[config.mk]
export PLATFORM = sky130hd
export DESIGN_NAME = blob_centroid_tracker_top
export DESIGN_NICKNAME = d
export VERILOG_FILES = /design/src/hw/rtl/bct_pkg.sv /design/src/hw/rtl/bct_ctrl.sv /design/src/hw/rtl/bct_datapath.sv /design/src/hw/rtl/blob_centroid_tracker_top.sv
export SDC_FILE = /design/constraint.sdc
export NUM_CORES = 2
export LEC_CHECK = 0
export BUFFER_PORTS_ARGS = -buffer_cell sky130_fd_sc_hd__buf_4
export CAP_MARGIN = 10
export CORE_AREA = 4 4 264 266
export CTS_CLUSTER_SIZE = 28
export DETAILED_ROUTE_END_ITERATION = 8
export DIE_AREA = 0 0 268 270
export PLACE_DENSITY_LB_ADDON = 0.1
export SLEW_MARGIN = 20
export SYNTH_ARGS = -nofsm -noshare
export SYNTH_HDL_FRONTEND = slang
export SYNTH_SLANG_ARGS = --single-unit
export TNS_END_PERCENT = 30
[constraint.sdc]
create_clock -name clk -period 6 [get_ports clk]
set_input_delay 0.6 -clock clk [delete_from_list [all_inputs] [get_ports clk]]
set_output_delay 0.6 -clock clk [all_outputs]
set_load 0.005 [all_outputs]
[src/hw/rtl/bct_pkg.sv]
// Shared types and constants for the blob centroid tracker.
package bct_pkg;

  localparam int COORD_BITS_DEF = 12;
  localparam int PIXEL_BITS     = 8;
  localparam int THRESH_BITS    = 32;
  localparam int POS_BITS       = 13;
  localparam logic [THRESH_BITS-1:0] THRESH_RESET = 32'd1000;

  typedef enum logic [2:0] {
    S_IDLE,
    S_DRAIN,
    S_LOAD,
    S_DIV,
    S_DONE
  } bct_state_t;

  typedef struct packed {
    logic take;
    logic load;
    logic step;
    logic finish;
  } bct_cmd_t;

  typedef struct packed {
    logic last_step;
  } bct_status_t;

endpackage

[src/hw/rtl/bct_ctrl.sv]
// Frame sequencing controller for the blob centroid tracker.
module bct_ctrl
  import bct_pkg::*;
(
  input  logic        clk,
  input  logic        rst,
  input  logic        start,
  input  logic        end_of_frame,
  input  bct_status_t status,
  output bct_cmd_t    cmd,
  output logic        busy
);

  bct_state_t state;
  bct_state_t state_next;

  always_ff @(posedge clk) begin
    if (rst) begin
      state <= S_IDLE;
    end else begin
      state <= state_next;
    end
  end

  always_comb begin
    state_next = state;
    unique case (state)
      S_IDLE: begin
        if (start && end_of_frame) begin
          state_next = S_DRAIN;
        end
      end
      S_DRAIN: begin
        state_next = S_LOAD;
      end
      S_LOAD: begin
        state_next = S_DIV;
      end
      S_DIV: begin
        if (status.last_step) begin
          state_next = S_DONE;
        end
      end
      S_DONE: begin
        state_next = S_IDLE;
      end
      default: begin
        state_next = S_IDLE;
      end
    endcase
  end

  always_comb begin
    cmd  = '0;
    busy = 1'b1;
    unique case (state)
      S_IDLE: begin
        busy     = 1'b0;
        cmd.take = start;
      end
      S_DRAIN: begin
      end
      S_LOAD: begin
        cmd.load = 1'b1;
      end
      S_DIV: begin
        cmd.step = 1'b1;
      end
      S_DONE: begin
        cmd.finish = 1'b1;
      end
      default: begin
      end
    endcase
  end

endmodule

[src/hw/rtl/bct_datapath.sv]
// Moment accumulators, shared two-lane divider and position registers.
module bct_datapath
  import bct_pkg::*;
#(
  parameter int COORD_BITS = COORD_BITS_DEF
) (
  input  logic                          clk,
  input  logic                          rst,
  input  bct_cmd_t                      cmd,
  output bct_status_t                   status,
  input  logic [PIXEL_BITS-1:0]         pixel_value,
  input  logic [COORD_BITS-1:0]         column,
  input  logic [COORD_BITS-1:0]         row,
  input  logic                          cfg_valid,
  input  logic [THRESH_BITS-1:0]        cfg_data,
  output logic                          done,
  output logic                          found,
  output logic signed [POS_BITS-1:0]    centre_x,
  output logic signed [POS_BITS-1:0]    centre_y,
  output logic signed [POS_BITS-1:0]    previous_x,
  output logic signed [POS_BITS-1:0]    previous_y,
  output logic                          draw_segment
);

  localparam int SUM_I = PIXEL_BITS + 2 * COORD_BITS;
  localparam int SUM_W = PIXEL_BITS - 1 + 3 * COORD_BITS;
  localparam int PROD_W = PIXEL_BITS + COORD_BITS;
  localparam int CMP_W = (SUM_I > THRESH_BITS) ? SUM_I : THRESH_BITS;
  localparam int POS_W = (COORD_BITS + 1 > POS_BITS) ? COORD_BITS + 1 : POS_BITS;
  localparam int CNT_W = $clog2(SUM_W);

  logic [THRESH_BITS-1:0] area_threshold;

  logic                  pend;
  logic [PIXEL_BITS-1:0] pend_v;
  logic [PROD_W-1:0]     pend_px;
  logic [PROD_W-1:0]     pend_py;

  logic [SUM_I-1:0] sum_i;
  logic [SUM_W-1:0] sum_wx;
  logic [SUM_W-1:0] sum_wy;
  logic [SUM_I:0]   add_i;
  logic [SUM_W:0]   add_wx;
  logic [SUM_W:0]   add_wy;

  logic             found_q;
  logic [SUM_I-1:0] divisor;
  logic [SUM_W-1:0] dvd_x;
  logic [SUM_W-1:0] dvd_y;
  logic [SUM_I-1:0] rem_x;
  logic [SUM_I-1:0] rem_y;
  logic [SUM_I:0]   trial_x;
  logic [SUM_I:0]   trial_y;
  logic [SUM_I:0]   diff_x;
  logic [SUM_I:0]   diff_y;
  logic [CNT_W-1:0] count;

  logic signed [POS_W-1:0] held_x;
  logic signed [POS_W-1:0] held_y;
  logic signed [POS_W-1:0] new_x;
  logic signed [POS_W-1:0] new_y;

  always_ff @(posedge clk) begin
    if (rst) begin
      area_threshold <= THRESH_RESET;
    end else if (cfg_valid) begin
      area_threshold <= cfg_data;
    end
  end

  always_ff @(posedge clk) begin
    if (rst) begin
      pend <= 1'b0;
    end else begin
      pend <= cmd.take;
    end
  end

  always_ff @(posedge clk) begin
    if (cmd.take) begin
      pend_v  <= pixel_value;
      pend_px <= PROD_W'(pixel_value) * PROD_W'(column);
      pend_py <= PROD_W'(pixel_value) * PROD_W'(row);
    end
  end

  assign add_i  = {1'b0, sum_i} + (SUM_I + 1)'(pend_v);
  assign add_wx = {1'b0, sum_wx} + (SUM_W + 1)'(pend_px);
  assign add_wy = {1'b0, sum_wy} + (SUM_W + 1)'(pend_py);

  always_ff @(posedge clk) begin
    if (rst || cmd.load) begin
      sum_i  <= '0;
      sum_wx <= '0;
      sum_wy <= '0;
    end else if (pend) begin
      sum_i  <= add_i[SUM_I] ? '1 : add_i[SUM_I-1:0];
      sum_wx <= add_wx[SUM_W] ? '1 : add_wx[SUM_W-1:0];
      sum_wy <= add_wy[SUM_W] ? '1 : add_wy[SUM_W-1:0];
    end
  end

  assign trial_x = {rem_x, dvd_x[SUM_W-1]};
  assign trial_y = {rem_y, dvd_y[SUM_W-1]};
  assign diff_x  = trial_x - {1'b0, divisor};
  assign diff_y  = trial_y - {1'b0, divisor};

  always_ff @(posedge clk) begin
    if (cmd.load) begin
      found_q <= CMP_W'(sum_i) > CMP_W'(area_threshold);
      divisor <= sum_i;
      dvd_x   <= sum_wx;
      dvd_y   <= sum_wy;
      rem_x   <= '0;
      rem_y   <= '0;
      count   <= '0;
    end else if (cmd.step) begin
      count <= count + 1'b1;
      if (trial_x >= {1'b0, divisor}) begin
        rem_x <= diff_x[SUM_I-1:0];
        dvd_x <= {dvd_x[SUM_W-2:0], 1'b1};
      end else begin
        rem_x <= trial_x[SUM_I-1:0];
        dvd_x <= {dvd_x[SUM_W-2:0], 1'b0};
      end
      if (trial_y >= {1'b0, divisor}) begin
        rem_y <= diff_y[SUM_I-1:0];
        dvd_y <= {dvd_y[SUM_W-2:0], 1'b1};
      end else begin
        rem_y <= trial_y[SUM_I-1:0];
        dvd_y <= {dvd_y[SUM_W-2:0], 1'b0};
      end
    end
  end

  assign status.last_step = (count == CNT_W'(SUM_W - 1));

  always_comb begin
    if (!found_q) begin
      new_x = '1;
      new_y = '1;
    end else begin
      if (dvd_x[SUM_W-1:COORD_BITS] != '0) begin
        new_x = {{(POS_W - COORD_BITS){1'b0}}, {COORD_BITS{1'b1}}};
      end else begin
        new_x = {{(POS_W - COORD_BITS){1'b0}}, dvd_x[COORD_BITS-1:0]};
      end
      if (dvd_y[SUM_W-1:COORD_BITS] != '0) begin
        new_y = {{(POS_W - COORD_BITS){1'b0}}, {COORD_BITS{1'b1}}};
      end else begin
        new_y = {{(POS_W - COORD_BITS){1'b0}}, dvd_y[COORD_BITS-1:0]};
      end
    end
  end

  always_ff @(posedge clk) begin
    if (rst) begin
      held_x <= '1;
      held_y <= '1;
      done   <= 1'b0;
    end else begin
      done <= cmd.finish;
      if (cmd.finish) begin
        held_x <= new_x;
        held_y <= new_y;
      end
    end
  end

  always_ff @(posedge clk) begin
    if (cmd.finish) begin
      found        <= found_q;
      centre_x     <= new_x[POS_BITS-1:0];
      centre_y     <= new_y[POS_BITS-1:0];
      previous_x   <= held_x[POS_BITS-1:0];
      previous_y   <= held_y[POS_BITS-1:0];
      draw_segment <= found_q && (held_x > 0) && (held_y > 0) && (new_x > 0) && (new_y > 0);
    end
  end

endmodule

[src/hw/rtl/blob_centroid_tracker_top.sv]
// Top level of the blob centroid tracker.
//
//   Channel   Handshake              Beat
//   pixel     start, busy            pixel_value, column, row, end_of_frame
//   config    cfg_valid, cfg_ready   cfg_data (area threshold)
//   result    done strobe            found, centre_x/y, previous_x/y, draw_segment
//
// Pixels inside a frame are taken one per clock with busy low.
// After the end-of-frame pixel, busy stays high in the drain, load, divide
// and done states, the divide state running the bit-serial divider that forms
// both centroid coordinates; done is high in the first cycle after busy falls.
// Reset is synchronous; it clears the sums, sets the held position to -1,-1
// and the threshold to 1000. The receiver cannot stall; a result is shown once.
module blob_centroid_tracker_top
  import bct_pkg::*;
#(
  parameter int COORD_BITS = COORD_BITS_DEF
) (
  input  logic                          clk,
  input  logic                          rst,
  input  logic                          start,
  output logic                          busy,
  input  logic [PIXEL_BITS-1:0]         pixel_value,
  input  logic [COORD_BITS-1:0]         column,
  input  logic [COORD_BITS-1:0]         row,
  input  logic                          end_of_frame,
  input  logic                          cfg_valid,
  output logic                          cfg_ready,
  input  logic [THRESH_BITS-1:0]        cfg_data,
  output logic                          done,
  output logic                          found,
  output logic signed [POS_BITS-1:0]    centre_x,
  output logic signed [POS_BITS-1:0]    centre_y,
  output logic signed [POS_BITS-1:0]    previous_x,
  output logic signed [POS_BITS-1:0]    previous_y,
  output logic                          draw_segment
);

  bct_cmd_t    cmd;
  bct_status_t status;

  assign cfg_ready = 1'b1;

  bct_ctrl u_ctrl (
    .clk          (clk),
    .rst          (rst),
    .start        (start),
    .end_of_frame (end_of_frame),
    .status       (status),
    .cmd          (cmd),
    .busy         (busy)
  );

  bct_datapath #(
    .COORD_BITS (COORD_BITS)
  ) u_datapath (
    .clk          (clk),
    .rst          (rst),
    .cmd          (cmd),
    .status       (status),
    .pixel_value  (pixel_value),
    .column       (column),
    .row          (row),
    .cfg_valid    (cfg_valid),
    .cfg_data     (cfg_data),
    .done         (done),
    .found        (found),
    .centre_x     (centre_x),
    .centre_y     (centre_y),
    .previous_x   (previous_x),
    .previous_y   (previous_y),
    .draw_segment (draw_segment)
  );

endmodule

Word level (Yosys, flattened, before mapping):

Cells that the tools add are included.

* $add $sub $neg: 6
* multipliers: 2
* div/mod/pow operators: 0
* order comparisons: 7
* equal/unequal tests: 7
* shift-type cells: 0
* muxes and demuxes: 23
* bitwise logic cells: 0
* reductions and logical operators: 11

Operators with widths (count)
* $mux W43: 6
* $mux W32: 3
* $add A43 B20 Y44: 2
* $ge A33 B32 Y1: 2
* $sub A32 B32 Y32: 2
* $reduce_bool A31 Y1: 2
* $gt A13 B1 Y1 const B: 4
* $mul A8 B12 Y20: 2
* $add A32 B8 Y33: 1
* $gt A32 B32 Y1: 1
* $mux W13: 2
* $mux W12: 2
* $pmux W3 S4: 1
* $mux W1: 7
* $add A6 B1 Y6 const B: 1
* $eq A3 B2 Y1 const B: 2
* $eq A6 B6 Y1 const B: 1
* $mux W3: 2
* $logic_and A1 B1 Y1: 5
* $eq A3 B1 Y1 const B: 1
* $eq A3 B3 Y1 const B: 1
* $logic_not A3 Y1: 1
* $ne A2 B1 Y1 const B: 1
* $ne A2 B2 Y1 const B: 1
* other kinds (3): 3

* flip-flop bits (word level): 472
* bits in latches: 0
* bits in writable memories: 0
* ROM bits: 0
* input port bits: 69
* logic and storage cells: 81
* memories: 0

Longest topological paths before layout:

* depth after elaboration: 6
* depth in mapped cells: 20

Modules after synthesis:

From an unflattened synthesis, not the netlist that was laid out.

* cells, all modules: 3138
* area, all modules: 30842.1 um2

Modules (own cells, without submodules)
* bct_datapath: instances 1, cells each 3117, area each 30678.2 um2
* bct_ctrl: instances 1, cells each 19, area each 152.6 um2
* blob_centroid_tracker_top: instances 1, cells each 2, area each 11.3 um2

Least setup slack after synthesis:

OpenSTA, ideal clock, no wires.

* kind: input to register
* start point: input port pixel_value[7]
* end point: register u_datapath.pend_px[19], data pin
* library setup time: 260 ps
* arrival: 4956 ps
* data required time: 5740 ps
* slack: 784 ps
* stages: 17
* path buffers: 1
* path through: clkbuf_1 nand2_1 fa_1 fa_1 inv_1 fa_1 inv_1 fa_1 inv_1 ha_1 a21o_1 a31o_2 a41o_1 o41a_1 a211o_1 a21oi_1 xnor2_1

* word-level cells in the longest chain between the ends: 1

Ends and longest elaborated chain
* start, declared: RTL line blob_centroid_tracker_top.sv:23 `input logic [PIXEL_BITS-1:0] pixel_value,`
* $mul A8 B12 Y20: RTL line bct_datapath.sv:82 `pend_px <= PROD_W'(pixel_value) * PROD_W'(column);`
* end signal, assigned: RTL line bct_datapath.sv:82
* end, declared: RTL line bct_datapath.sv:36 `logic [PROD_W-1:0] pend_px;`

No other way between the ends.
A chain may end at the register's enable or synchronous reset.

Final worst setup path:

* start point: input port pixel_value[4]
* end point: register u_datapath.pend_px[19], data pin

The elaborated chain is that of the path after synthesis.

==> metrics.txt <==
Peak supply drop between 0.2 and 0.25 mV; Primary FF master, synth dfxtp_1; ys async rst share 0%; Initial Util between 40% and 50%; number of max-cap violations 0; Max Freq 0.204 GHz; FF-to-FF path depth 13; row count 95; global-route wire length before repair ~120000 microns; number of global-route vias before repair ~23000; DR vias/cell roughly 5.4; total track usage about a fifth; Worst Setup Slack, final approximately 1100 ps; final HPWL from detailed placement ~54000 microns; Final Skew around 57 ps; cts hold-fix bufs 0; final wirelength ~73000 microns; startpoint types input port; Largest delay share family, worst path adder cells; DR vias about 23000; worst hold endpoint u_datapath.area_threshold[9]; crit-path max FO 25; run status finished clean; #FFs+latches synth 469; Post-route DRC 0; Setup Viol. Count Final 0; RSZ-0062 raised after global routing false; CP arrival 5260 ps; Cells after DPL 4149; clock insertion delay at the later pin of the skew report 640 ps; Slew HR roughly 29%; Worst-path clk slew roughly 60 ps; core area around 67000 sq um; Sink Count about 470; Final Cycle Share 81.5%; pwr dens roughly 320 nW/um^2; post-synthesis net count between 3000 and 4000; LEAKAGE approximately 15 nW; die height around 270 microns; TNS Setup 0 ps; WL per Instance ~17 microns; synth unique cells 80; proportion of layout cells with a drive suffix above 1 under 10%; met2 WL post-DR 32300 microns; Slowest cell on crit path fa_1; sequential-to-total area share from yosys stat between 30% and 40%; M1 WL about 36000 microns; GPL Wtd Cong 0.902; Power, Total roughly 11 mW; area grow syn2layout 12.0%; final hold vios 0; DRT Pass-1 Iters 5; CP required ~6400 ps; HP Start cfg_data[9]; Tightest Pin Transition between 1000 and 1500 ps; critical path class input port to flip-flop; Tmin final 4890 ps; synth warn 0; Finished Layout Cells 4250; Hold Crit Depth 3; CTS-repair resized insts 0; input/output buffers roughly 120; NumNets Final between 3000 and 4000; CTS Buf Count between 50 and 60; r2r setup slk 2210 ps; CTS HTree Levels 2; Root Buffer clkbuf_16; commonest non-fill, non-tap cell in the layout nand2_1; Post-CTS Setup Bufs 0; CTS tree yes; number of enable flip-flop cells after synthesis 219; max incr delay on CP roughly 550 ps; Detail Route Antenna Nets 0; CTS Buffer Depth 3; cell mode on critical path fa_1; commonest cells after routing, fill and taps aside nand2_1, inv_1, dfxtp_1, a21oi_1, ha_1; Die ar. between 70000 and 80000 sq um; largest net degree at the start of global routing 76; Die W roughly 270 microns; First DRT Iteration DRCs 1498; Final Slew Violations 0; RR Endpoint u_datapath.rem_y[1]; Congestion Overflow GR 0; R2R Path Start u_datapath.divisor[1]; IO Pins ~130; top sig layer met4; met3 WL about 3200 microns; Worst setup EP type flip-flop; Critical path buffers and inverters 3; Syn Area/Cell approximately 9.2 sq um; CP Cell Sequence buf_4 > and2_1 > fa_1 > fa_1 > inv_1 > fa_1 > fa_1 > inv_1 > ha_1 > o21ai_0 > nand2b_1 > a21o_1 > a31o_2 > a41o_1 > o41a_1 > a211o_1 > a21oi_1 > xnor2_1; Syn Inst Count 3253; Min-Delay Path Class input port to flip-flop; antenna violations before repair 1; Mapped Area ~30000 sq um; pre-CTS setup slack between 400 and 500 ps
worst max-delay path by stage:
stage	from	end	slack, ps	cells past startpoint
after global placement	pixel_value[4]	u_datapath.pend_px[19]	520	18
after detailed placement	pixel_value[4]	u_datapath.pend_px[19]	480	18
after CTS	pixel_value[4]	u_datapath.pend_px[19]	1140	18
after floorplan	pixel_value[7]	u_datapath.pend_px[19]	780	17
after global routing	pixel_value[4]	u_datapath.pend_px[19]	920	18
final	pixel_value[4]	u_datapath.pend_px[19]	1110	18
cells by family after synthesis:
logic type,synth area share [%]
other,0.0125
XOR/XNOR,4.78
buffers and inverters,5.18
AO/OA/AOI/OAI,13.4
AND/OR/NAND/NOR,17.9
multiplexers,2.41
flip-flops,38.5
adder cells (fa/ha/maj),17.7
power breakdown:
part | internal [mW] | switching (mW) | total, mW
Sequential | 3.75 | 0.183 | 3.93
Clock | 2.09 | 1.38 | 3.47
Combinational | 1.39 | 1.89 | 3.28
state kept, by name (all words and copies together), names as in the netlist, 13 cells and up:
name,count
u_datapath.centre_y,13
u_datapath.divisor,32
u_datapath.previous_y,13
u_datapath.sum_i,32
u_datapath.sum_wy,43
u_datapath.rem_y,32
u_datapath.rem_x,32
u_datapath.area_threshold,32
u_datapath.dvd_x,43
u_datapath.pend_py,20
u_datapath.pend_px,20
u_datapath.held_y,13
u_datapath.sum_wx,43
u_datapath.dvd_y,43
layout make-up:
cell class                      count  area, sq um
Clock buffer                       71         1480
Inverter                          284         1070
Fill cell                        6325        33400
Sequential cell                   469        11600
Multi-Input combinational cell   2379        16900
Timing Repair Buffer              144         1080
Antenna cell                        1         2.50
Clock inverter                     29          414
Tap cell                          873         1090
synth_stat cells, drive strengths merged, types with 46 or more instances:
| library cell | number | area, sq um |
|---|---|---|
| a21o | 64 | 480 |
| nor3 | 46 | 240 |
| fa | 125 | 2500 |
| clkbuf | 102 | 383 |
| mux2i | 69 | 691 |
| nand3 | 55 | 275 |
| ha | 226 | 2830 |
| dfxtp | 250 | 5000 |
| inv | 283 | 1060 |
| xor2 | 53 | 464 |
| xnor2 | 111 | 972 |
| edfxtp | 219 | 6580 |
| and2 | 150 | 938 |
| o21ai | 191 | 956 |
| nand2 | 471 | 1770 |
| nor2 | 198 | 746 |
| a21oi | 230 | 1160 |
tightest hold or removal path, stage by stage:
cell and delay (ps):
buf_4 90, nand2_1 40, o211ai_1 60
per-stage QoR:
stage	hold WS [ps]	instance area, sq um	util [%]
6_report	208	33700	50.2
5_1_grt	200	33700	50.2
4_1_cts	177	33700	50.2
3_5_place_dp	443	31800	47.4
3_3_place_gp	440	31800	47.4
2_1_floorplan	421	30000	-
routing by layer:
| layer | up-vias | GRT usage, % |
|---|---|---|
| li1 | 11400 | - |
| met1 | 11000 | 30.3 |
| met2 | 435 | 31.1 |
| met3 | 102 | 2.46 |
| met4 | 0 | 4.65 |
| met5 | - | 0 |
No activity file was read; power rests on OpenSTA's default activity.
